===== src/hdl/bmii_pkg.sv =====
`default_nettype none

package bmii_pkg;

   localparam int SUM_W = 15;
   localparam int CFG_W = 8;
   localparam int CSR_AW = 1;

   localparam logic [CSR_AW-1:0] CSR_MAP_WIDTH = 1'd0;
   localparam logic [CSR_AW-1:0] CSR_MAP_HEIGHT = 1'd1;

   localparam int FIFO_DEPTH = 4;
   localparam int FIFO_AW = 2;
   localparam int FIFO_CW = 3;

   typedef struct packed {
      logic             last;
      logic [SUM_W-1:0] sum;
   } bmii_rsp_type;

endpackage

`default_nettype wire


===== src/hdl/bmii_rsp_fifo.sv =====
`default_nettype none

module bmii_rsp_fifo
   import bmii_pkg::*;
(
   input  wire logic               clock,
   input  wire logic               reset,
   input  wire logic               push,
   input  wire bmii_rsp_type       push_data,
   input  wire logic               pop,
   output logic                    out_valid,
   output bmii_rsp_type            out_data,
   output logic [FIFO_CW-1:0]      level
);

   bmii_rsp_type          store_ff [FIFO_DEPTH];
   logic [FIFO_AW-1:0]    wr_ptr_ff;
   logic [FIFO_AW-1:0]    rd_ptr_ff;
   logic [FIFO_CW-1:0]    cnt_ff;
   logic                  do_pop;

   assign do_pop = pop && (cnt_ff != '0);

   always_ff @(posedge clock) begin
      if (reset) begin
         wr_ptr_ff <= '0;
         rd_ptr_ff <= '0;
         cnt_ff <= '0;
      end else begin
         if (push) begin
            wr_ptr_ff <= wr_ptr_ff + 1'b1;
         end
         if (do_pop) begin
            rd_ptr_ff <= rd_ptr_ff + 1'b1;
         end
         case ({push, do_pop})
            2'b10: cnt_ff <= cnt_ff + 1'b1;
            2'b01: cnt_ff <= cnt_ff - 1'b1;
            default: cnt_ff <= cnt_ff;
         endcase
      end
   end

   always_ff @(posedge clock) begin
      if (push) begin
         store_ff[wr_ptr_ff] <= push_data;
      end
   end

   assign out_valid = (cnt_ff != '0);
   assign out_data = store_ff[rd_ptr_ff];
   assign level = cnt_ff;

endmodule

`default_nettype wire


===== src/hdl/binary_map_integral_image.sv =====
// Streaming summed-area table of a binary map.
// req_*: one cell per transaction in raster order, req_tdata[0] = blocked.
// rsp_*: one transaction per cell, rsp_tdata[14:0] = blocked count from the
//   origin to that cell inclusive, rsp_tlast high on the final cell of the map.
// csr_*: csr_addr 0 = map width, 1 = map height (0 acts as 1, values above
//   MAX_COLS / MAX_ROWS act as the maximum). Write only while idle.
// Throughput: one cell per cycle while req_tready is high. rsp_tvalid rises
//   once the cell has passed the s1 register and been written into the
//   output queue; the line store is read in the cycle of acceptance and
//   written in the cycle after, and a 4-entry output queue holds results.
// A one-column map reads the entry that is being written in the same cycle; that
//   value is forwarded around the line store.
// When rsp_tready is low the output queue fills and req_tready drops once the
//   queue plus the in-flight cell reach its depth; nothing is lost.
// Reset: position, row sum, pipeline and queue cleared, sizes back to 80x80.
//   The line store is not cleared; row 0 never reads it.
`default_nettype none

module binary_map_integral_image
   import bmii_pkg::*;
#(
   parameter int MAX_COLS = 128,
   parameter int MAX_ROWS = 128
) (
   input  wire logic              clock,
   input  wire logic              reset,
   input  wire logic              req_tvalid,
   output logic                   req_tready,
   input  wire logic [7:0]        req_tdata,   // [0] blocked
   output logic                   rsp_tvalid,
   input  wire logic              rsp_tready,
   output logic [15:0]            rsp_tdata,   // [14:0] blocked_sum
   output logic                   rsp_tlast,
   input  wire logic              csr_we,
   input  wire logic [CSR_AW-1:0] csr_addr,
   input  wire logic [CFG_W-1:0]  csr_wdata
);

   localparam int CW = $clog2(MAX_COLS);
   localparam int RW = $clog2(MAX_ROWS);
   localparam int RSW = $clog2(MAX_COLS + 1);
   localparam int WW = (CW + 1 > CFG_W) ? CW + 1 : CFG_W;
   localparam int HW = (RW + 1 > CFG_W) ? RW + 1 : CFG_W;
   localparam logic [WW-1:0] MAXC = WW'(MAX_COLS);
   localparam logic [HW-1:0] MAXR = HW'(MAX_ROWS);

   logic [CFG_W-1:0] width_ff;
   logic [CFG_W-1:0] height_ff;
   logic [CW-1:0]    col_ff, col_in;
   logic [RW-1:0]    row_ff, row_in;
   logic [RSW-1:0]   rsum_ff, rsum_in;

   logic             s1_v_ff;
   logic [CW-1:0]    s1_col_ff;
   logic [RSW-1:0]   s1_rsum_ff;
   logic             s1_rownz_ff;
   logic             s1_last_ff;
   logic             fwd_ff;
   logic [SUM_W-1:0] fwd_sum_ff;
   logic [SUM_W-1:0] rd_ff;

   logic [SUM_W-1:0] line_mem [MAX_COLS];

   logic [WW-1:0]    w_ext, w_eff;
   logic [HW-1:0]    h_ext, h_eff;
   logic             end_row, end_map, accept;
   logic [SUM_W-1:0] above, s1_sum;
   logic             fwd_hit;

   bmii_rsp_type       push_data, out_data;
   logic               out_valid;
   logic [FIFO_CW-1:0] fifo_level;

   // config
   always_ff @(posedge clock) begin
      if (reset) begin
         width_ff <= CFG_W'(80);
         height_ff <= CFG_W'(80);
      end else if (csr_we) begin
         case (csr_addr)
            CSR_MAP_WIDTH: width_ff <= csr_wdata;
            CSR_MAP_HEIGHT: height_ff <= csr_wdata;
            default: ;
         endcase
      end
   end

   always_comb begin
      w_ext = WW'(width_ff);
      h_ext = HW'(height_ff);
      if (width_ff == '0) begin
         w_eff = WW'(1);
      end else if (w_ext > MAXC) begin
         w_eff = MAXC;
      end else begin
         w_eff = w_ext;
      end
      if (height_ff == '0) begin
         h_eff = HW'(1);
      end else if (h_ext > MAXR) begin
         h_eff = MAXR;
      end else begin
         h_eff = h_ext;
      end
   end

   assign req_tready = ({1'b0, fifo_level} + {{FIFO_CW{1'b0}}, s1_v_ff})
                       < (FIFO_CW + 1)'(FIFO_DEPTH);
   assign accept = req_tvalid && req_tready;

   assign end_row = (WW'(col_ff) + WW'(1)) >= w_eff;
   assign end_map = end_row && ((HW'(row_ff) + HW'(1)) >= h_eff);
   assign fwd_hit = s1_v_ff && (s1_col_ff == col_ff);

   always_comb begin
      col_in = col_ff;
      row_in = row_ff;
      rsum_in = rsum_ff;
      if (accept) begin
         if (col_ff == '0) begin
            rsum_in = RSW'(req_tdata[0]);
         end else begin
            rsum_in = rsum_ff + RSW'(req_tdata[0]);
         end
         if (end_row) begin
            col_in = '0;
            row_in = end_map ? '0 : row_ff + 1'b1;
         end else begin
            col_in = col_ff + 1'b1;
         end
      end
   end

   always_ff @(posedge clock) begin
      if (reset) begin
         col_ff <= '0;
         row_ff <= '0;
         rsum_ff <= '0;
         s1_v_ff <= 1'b0;
      end else begin
         col_ff <= col_in;
         row_ff <= row_in;
         rsum_ff <= rsum_in;
         s1_v_ff <= accept;
      end
   end

   always_ff @(posedge clock) begin
      if (accept) begin
         s1_col_ff <= col_ff;
         s1_rsum_ff <= rsum_in;
         s1_rownz_ff <= (row_ff != '0);
         s1_last_ff <= end_map;
         fwd_ff <= fwd_hit;
         fwd_sum_ff <= s1_sum;
         rd_ff <= line_mem[col_ff];
      end
   end

   // line store: read at acceptance, written in the cycle after
   always_ff @(posedge clock) begin
      if (s1_v_ff) begin
         line_mem[s1_col_ff] <= s1_sum;
      end
   end

   assign above = s1_rownz_ff ? (fwd_ff ? fwd_sum_ff : rd_ff) : '0;
   assign s1_sum = above + {{(SUM_W - RSW){1'b0}}, s1_rsum_ff};

   assign push_data.last = s1_last_ff;
   assign push_data.sum = s1_sum;

   bmii_rsp_fifo u_rsp_fifo (
      .clock     (clock),
      .reset     (reset),
      .push      (s1_v_ff),
      .push_data (push_data),
      .pop       (rsp_tready),
      .out_valid (out_valid),
      .out_data  (out_data),
      .level     (fifo_level)
   );

   assign rsp_tvalid = out_valid;
   assign rsp_tdata = {1'b0, out_data.sum};
   assign rsp_tlast = out_data.last;

   a_no_overflow: assert property (@(posedge clock) disable iff (reset)
      s1_v_ff && !(rsp_tvalid && rsp_tready) |-> fifo_level < FIFO_CW'(FIFO_DEPTH))
      else $error("response queue overflow");

   a_fwd_col0: assert property (@(posedge clock) disable iff (reset)
      accept && fwd_hit |-> col_ff == '0)
      else $error("line store forward at nonzero column");

   a_reset_idle: assert property (@(posedge clock)
      $past(reset) |-> !rsp_tvalid && !s1_v_ff)
      else $error("result pending after reset");

endmodule

`default_nettype wire

===== config.mk =====
export PLATFORM = sky130hd
export DESIGN_NAME = binary_map_integral_image
export DESIGN_NICKNAME = d
export VERILOG_FILES = /design/src/hdl/bmii_pkg.sv /design/src/hdl/bmii_rsp_fifo.sv /design/src/hdl/binary_map_integral_image.sv
export SDC_FILE = /design/constraint.sdc
export NUM_CORES = 2
export LEC_CHECK = 0
export BUFFER_PORTS_ARGS = -buffer_cell sky130_fd_sc_hd__buf_2
export CAP_MARGIN = 25
export CORE_MARGIN = 2
export CORE_UTILIZATION = 40
export CTS_BUF_LIST = sky130_fd_sc_hd__clkbuf_4 sky130_fd_sc_hd__clkbuf_8 sky130_fd_sc_hd__clkbuf_16
export CTS_CLUSTER_DIAMETER = 80
export DETAILED_ROUTE_END_ITERATION = 16
export MAX_ROUTING_LAYER = met4
export PLACE_DENSITY_LB_ADDON = 0.12
export SYNTH_ARGS = -nofsm -noshare
export SYNTH_HDL_FRONTEND = slang
export SYNTH_HIERARCHICAL = 1
export SYNTH_SLANG_ARGS = --single-unit

===== constraint.sdc =====
create_clock -name clock -period 10.4 [get_ports clock]
set_input_delay 1.04 -clock clock [delete_from_list [all_inputs] [get_ports clock]]
set_output_delay 1.04 -clock clock [all_outputs]
set_load 0.01 [all_outputs]

==> results_dict.tcl <==
set metrics [dict create \
    antenna_found_initial 12 \
    start_util_pct 40.2 \
    synth_most_common_cell "edfxtp_1" \
    required_ns 10.92 \
    hold_viol 0 \
    fmax_mhz 176 \
    ioPinCount 41 \
    ff2ff_setup_slack_ns 4.73 \
    grt.total_usage_pct 21.5 \
    setup_violations 0 \
    die_w_um 455 \
    cts_buffers 217 \
    clkLatencyLatePin_ns 0.86 \
    viasPerCell 5.67 \
    vdd_drop_max_v 0.000168 \
    grt_overflow_total 0 \
    synth-main-ff-cell "edfxtp_1" \
    async_reset_ff_share_pct 0 \
    ys_ff_latch 2080 \
    p_int_mw 15.3 \
    clkTransAtPathRegs_ns 0.06 \
    dr.first_iter.drc_count 3761 \
    crit_fanout 69 \
    netlist_top_cells_area "edfxtp_1 75%, mux4_2 13%, mux2i_1 2.6%" \
    fillers 17000 \
    endpoint_kind "register" \
    crit_type "reg2reg" \
    path_cells "mux2i_1 -> nor2b_1 -> ha_4 -> inv_1 -> fa_1 -> nor2b_1 -> o21ai_0 -> a21boi_0 -> o21ai_0 -> a21oi_1 -> nand2_1 -> xor2_4 -> buf_4 -> buf_4" \
    grt_max_degree 94 \
    synth_top_area_share_pct 75.0 \
    synth_edf_count 2032 \
    status "completed" \
    cts_setup_buffers 0 \
    clkPwrFrac_pct 36.3 \
    cpPeakStageDelay_ns 0.94 \
    gp_congestion 0.839 \
    drive_above_1_share_pct 26.1 \
    pwr-share-seq_pct 49.7 \
    synth_cell_types 70 \
    power.leakage_nw 28.7 \
    cp_slowest_cell "edfxtp_1" \
    die-area_um2 207000 \
    hp-class "in2reg" \
    p_per_area_nw_per_um2 221 \
    slew_headroom_pct 19.6 \
    drc 0 \
    htreeDepth 4 \
    tightest_slew_ns 1.21 \
    synthTopCellsByCount "2032 x edfxtp_1, 477 x mux4_2, 209 x mux2i_1, 162 x nor2_1, 105 x nand2_1" \
    combPwrFrac_pct 13.9 \
    p_sw_share_pct 25.3 \
    vias 39400 \
    yosysSeqAreaShare_pct 76.1 \
    clkSinkCount 2080 \
    critPathTopFamily "compound AO/OA/AOI/OAI gates" \
    fin_crit_sh_pct 54.5 \
    crit_buf_inv 3 \
    post-route-min-period_ns 5.67 \
    synth_area_um2 81400 \
    cts_tree "done" \
    synth_top_area_cell "edfxtp_1" \
    rsz0062_at_grt "no" \
    fin_util_pct 45.7 \
    timing.setup.tns_ns 0 \
    final_antenna_net_count 0 \
    wl_per_cell_um 31.0 \
    cts-root-buf "clkbuf_16" \
    postSynthCellCount 3857 \
    cts_buffer_depth 3 \
    whs_ns 0.427 \
    cts_hold_buf 0 \
    ys_warn_count 6 \
    core_area_um2 202000 \
    dp_hpwl_mm 123 \
    dr.pass1.iters 5 \
    wl_mm 215 \
    crit_arrival_ns 6.19 \
    cp-start-kind "register" \
    grt_pass1_vias 39200 \
    skew_ns 0.0316 \
    die_y_um 455 \
    p_switching_mw 5.16 \
    slew_violations 0 \
    rows 165 \
    area_delta_synth_final_pct 13.6 \
    io_buffer_count 32 \
    max_cap_viol_count 0 \
    nets 4159 \
    avgSynthCellArea_um2 21.1 \
    syn_nets 3916 \
    grt_pass1_wl_mm 304 \
    cts.repair.resized 0 \
]
## per-layer routing
metal  vias up  global-route usage, %  share of wire [%]
met5         -                      -                  0
met4         0                   5.44                2.3
met3       278                   2.66                5.0
met2      1153                   33.0                 47
met1     21400                   30.7                 45
li1      16500                      -                  -
## cell families (layout without fill, tap and decap cells)
kind of cell | after synthesis | after routing | synth area share (%)
other cells | 1 | 2 | 0.00461
mux | 708 | 708 | 16.2
xor+xnor | 30 | 30 | 0.323
buf+inv | 233 | 647 | 1.57
fa+ha+maj | 37 | 37 | 0.587
flops | 2080 | 2080 | 76.1
compound gates | 296 | 296 | 2.47
simple gates | 472 | 472 | 2.73
## final timing paths
path	from	endpoint	depth (start not counted)
setup / recovery	fwd_ff	line_mem[31][12]	14
hold / removal	csr_wdata[4]	h_ext[4]	3
setup reg to reg	fwd_ff	line_mem[31][12]	14
hold reg to reg	w_ext[0]	w_ext[0]	2
## power groups by stage
stage	sequential, mW	combinational (mW)	clock, mW
floorplan	10.4	1.89	0
global placement	10.3	2.84	0
detailed placement	10.3	2.91	0
CTS	10.2	2.91	7.60
global route	10.2	3.08	7.90
finish	10.2	2.84	7.42
## flip-flops by register name (all words and copies together), names as in the netlist, 3 cells and up, named ones only
| signal | count |
|---|---|
| col_ff | 7 |
| fwd_sum_ff | 15 |
| h_ext | 8 |
| line_mem | 1920 |
| rd_ff | 15 |
| row_ff | 7 |
| rsum_ff | 8 |
| s1_col_ff | 7 |
| s1_rsum_ff | 8 |
| u_rsp_fifo/level | 3 |
| u_rsp_fifo/store_ff | 64 |
| w_ext | 8 |
## area by class of cell
type                    count  area [µm²]  share of cell area [%]
repair buffers            237        1840                    1.99
flip-flops and latches   2080       62000                    67.1
diodes                      1        2.50                 0.00271
inverters                  20        77.6                  0.0839
clock inverters           106         818                   0.885
multi-input cells        1544       18400                    19.9
clock buffers             284        5990                    6.48
well taps                2672        3340                    3.62
## stage by stage
stage	total power, mW	setup WS [ns]	instances	area [µm²]
2_1_floorplan	12.3	2.82	3857	81400
3_3_place_gp	13.2	4.80	6550	85600
3_5_place_dp	13.2	4.75	6553	85600
4_1_cts	20.7	4.70	6943	92500
5_1_grt	21.1	4.27	6944	92500
6_report	20.4	4.73	6944	92500
## layout by cell type (no fill, tap or decap), drive strengths merged, types with 15 or more instances in the layout
cell type  instances
xnor2             22
nand2b            15
mux2i            209
nand3             54
a21oi             55
nor2             162
clkinv            87
mux4             483
nor3              21
edfxtp          2032
o21ai             42
inv               28
ha                35
o22ai             20
nor2b             40
mux2              16
dfxtp             48
nand2            105
clkbuf           284
a22oi             76
buf              237
## worst reg2reg max path, stage by stage (launching register included)
cell and delay (ns):
edfxtp_1 0.94, mux2i_1 0.19, nor2b_1 0.21, ha_4 0.16, inv_1 0.05, fa_1 0.45, nor2b_1 0.13, o21ai_0 0.10
a21boi_0 0.38, o21ai_0 0.18, a21oi_1 0.69, nand2_1 0.29, xor2_4 0.18, buf_4 0.55, buf_4 0.72
Note: power is estimated with default switching activity, not from simulation.
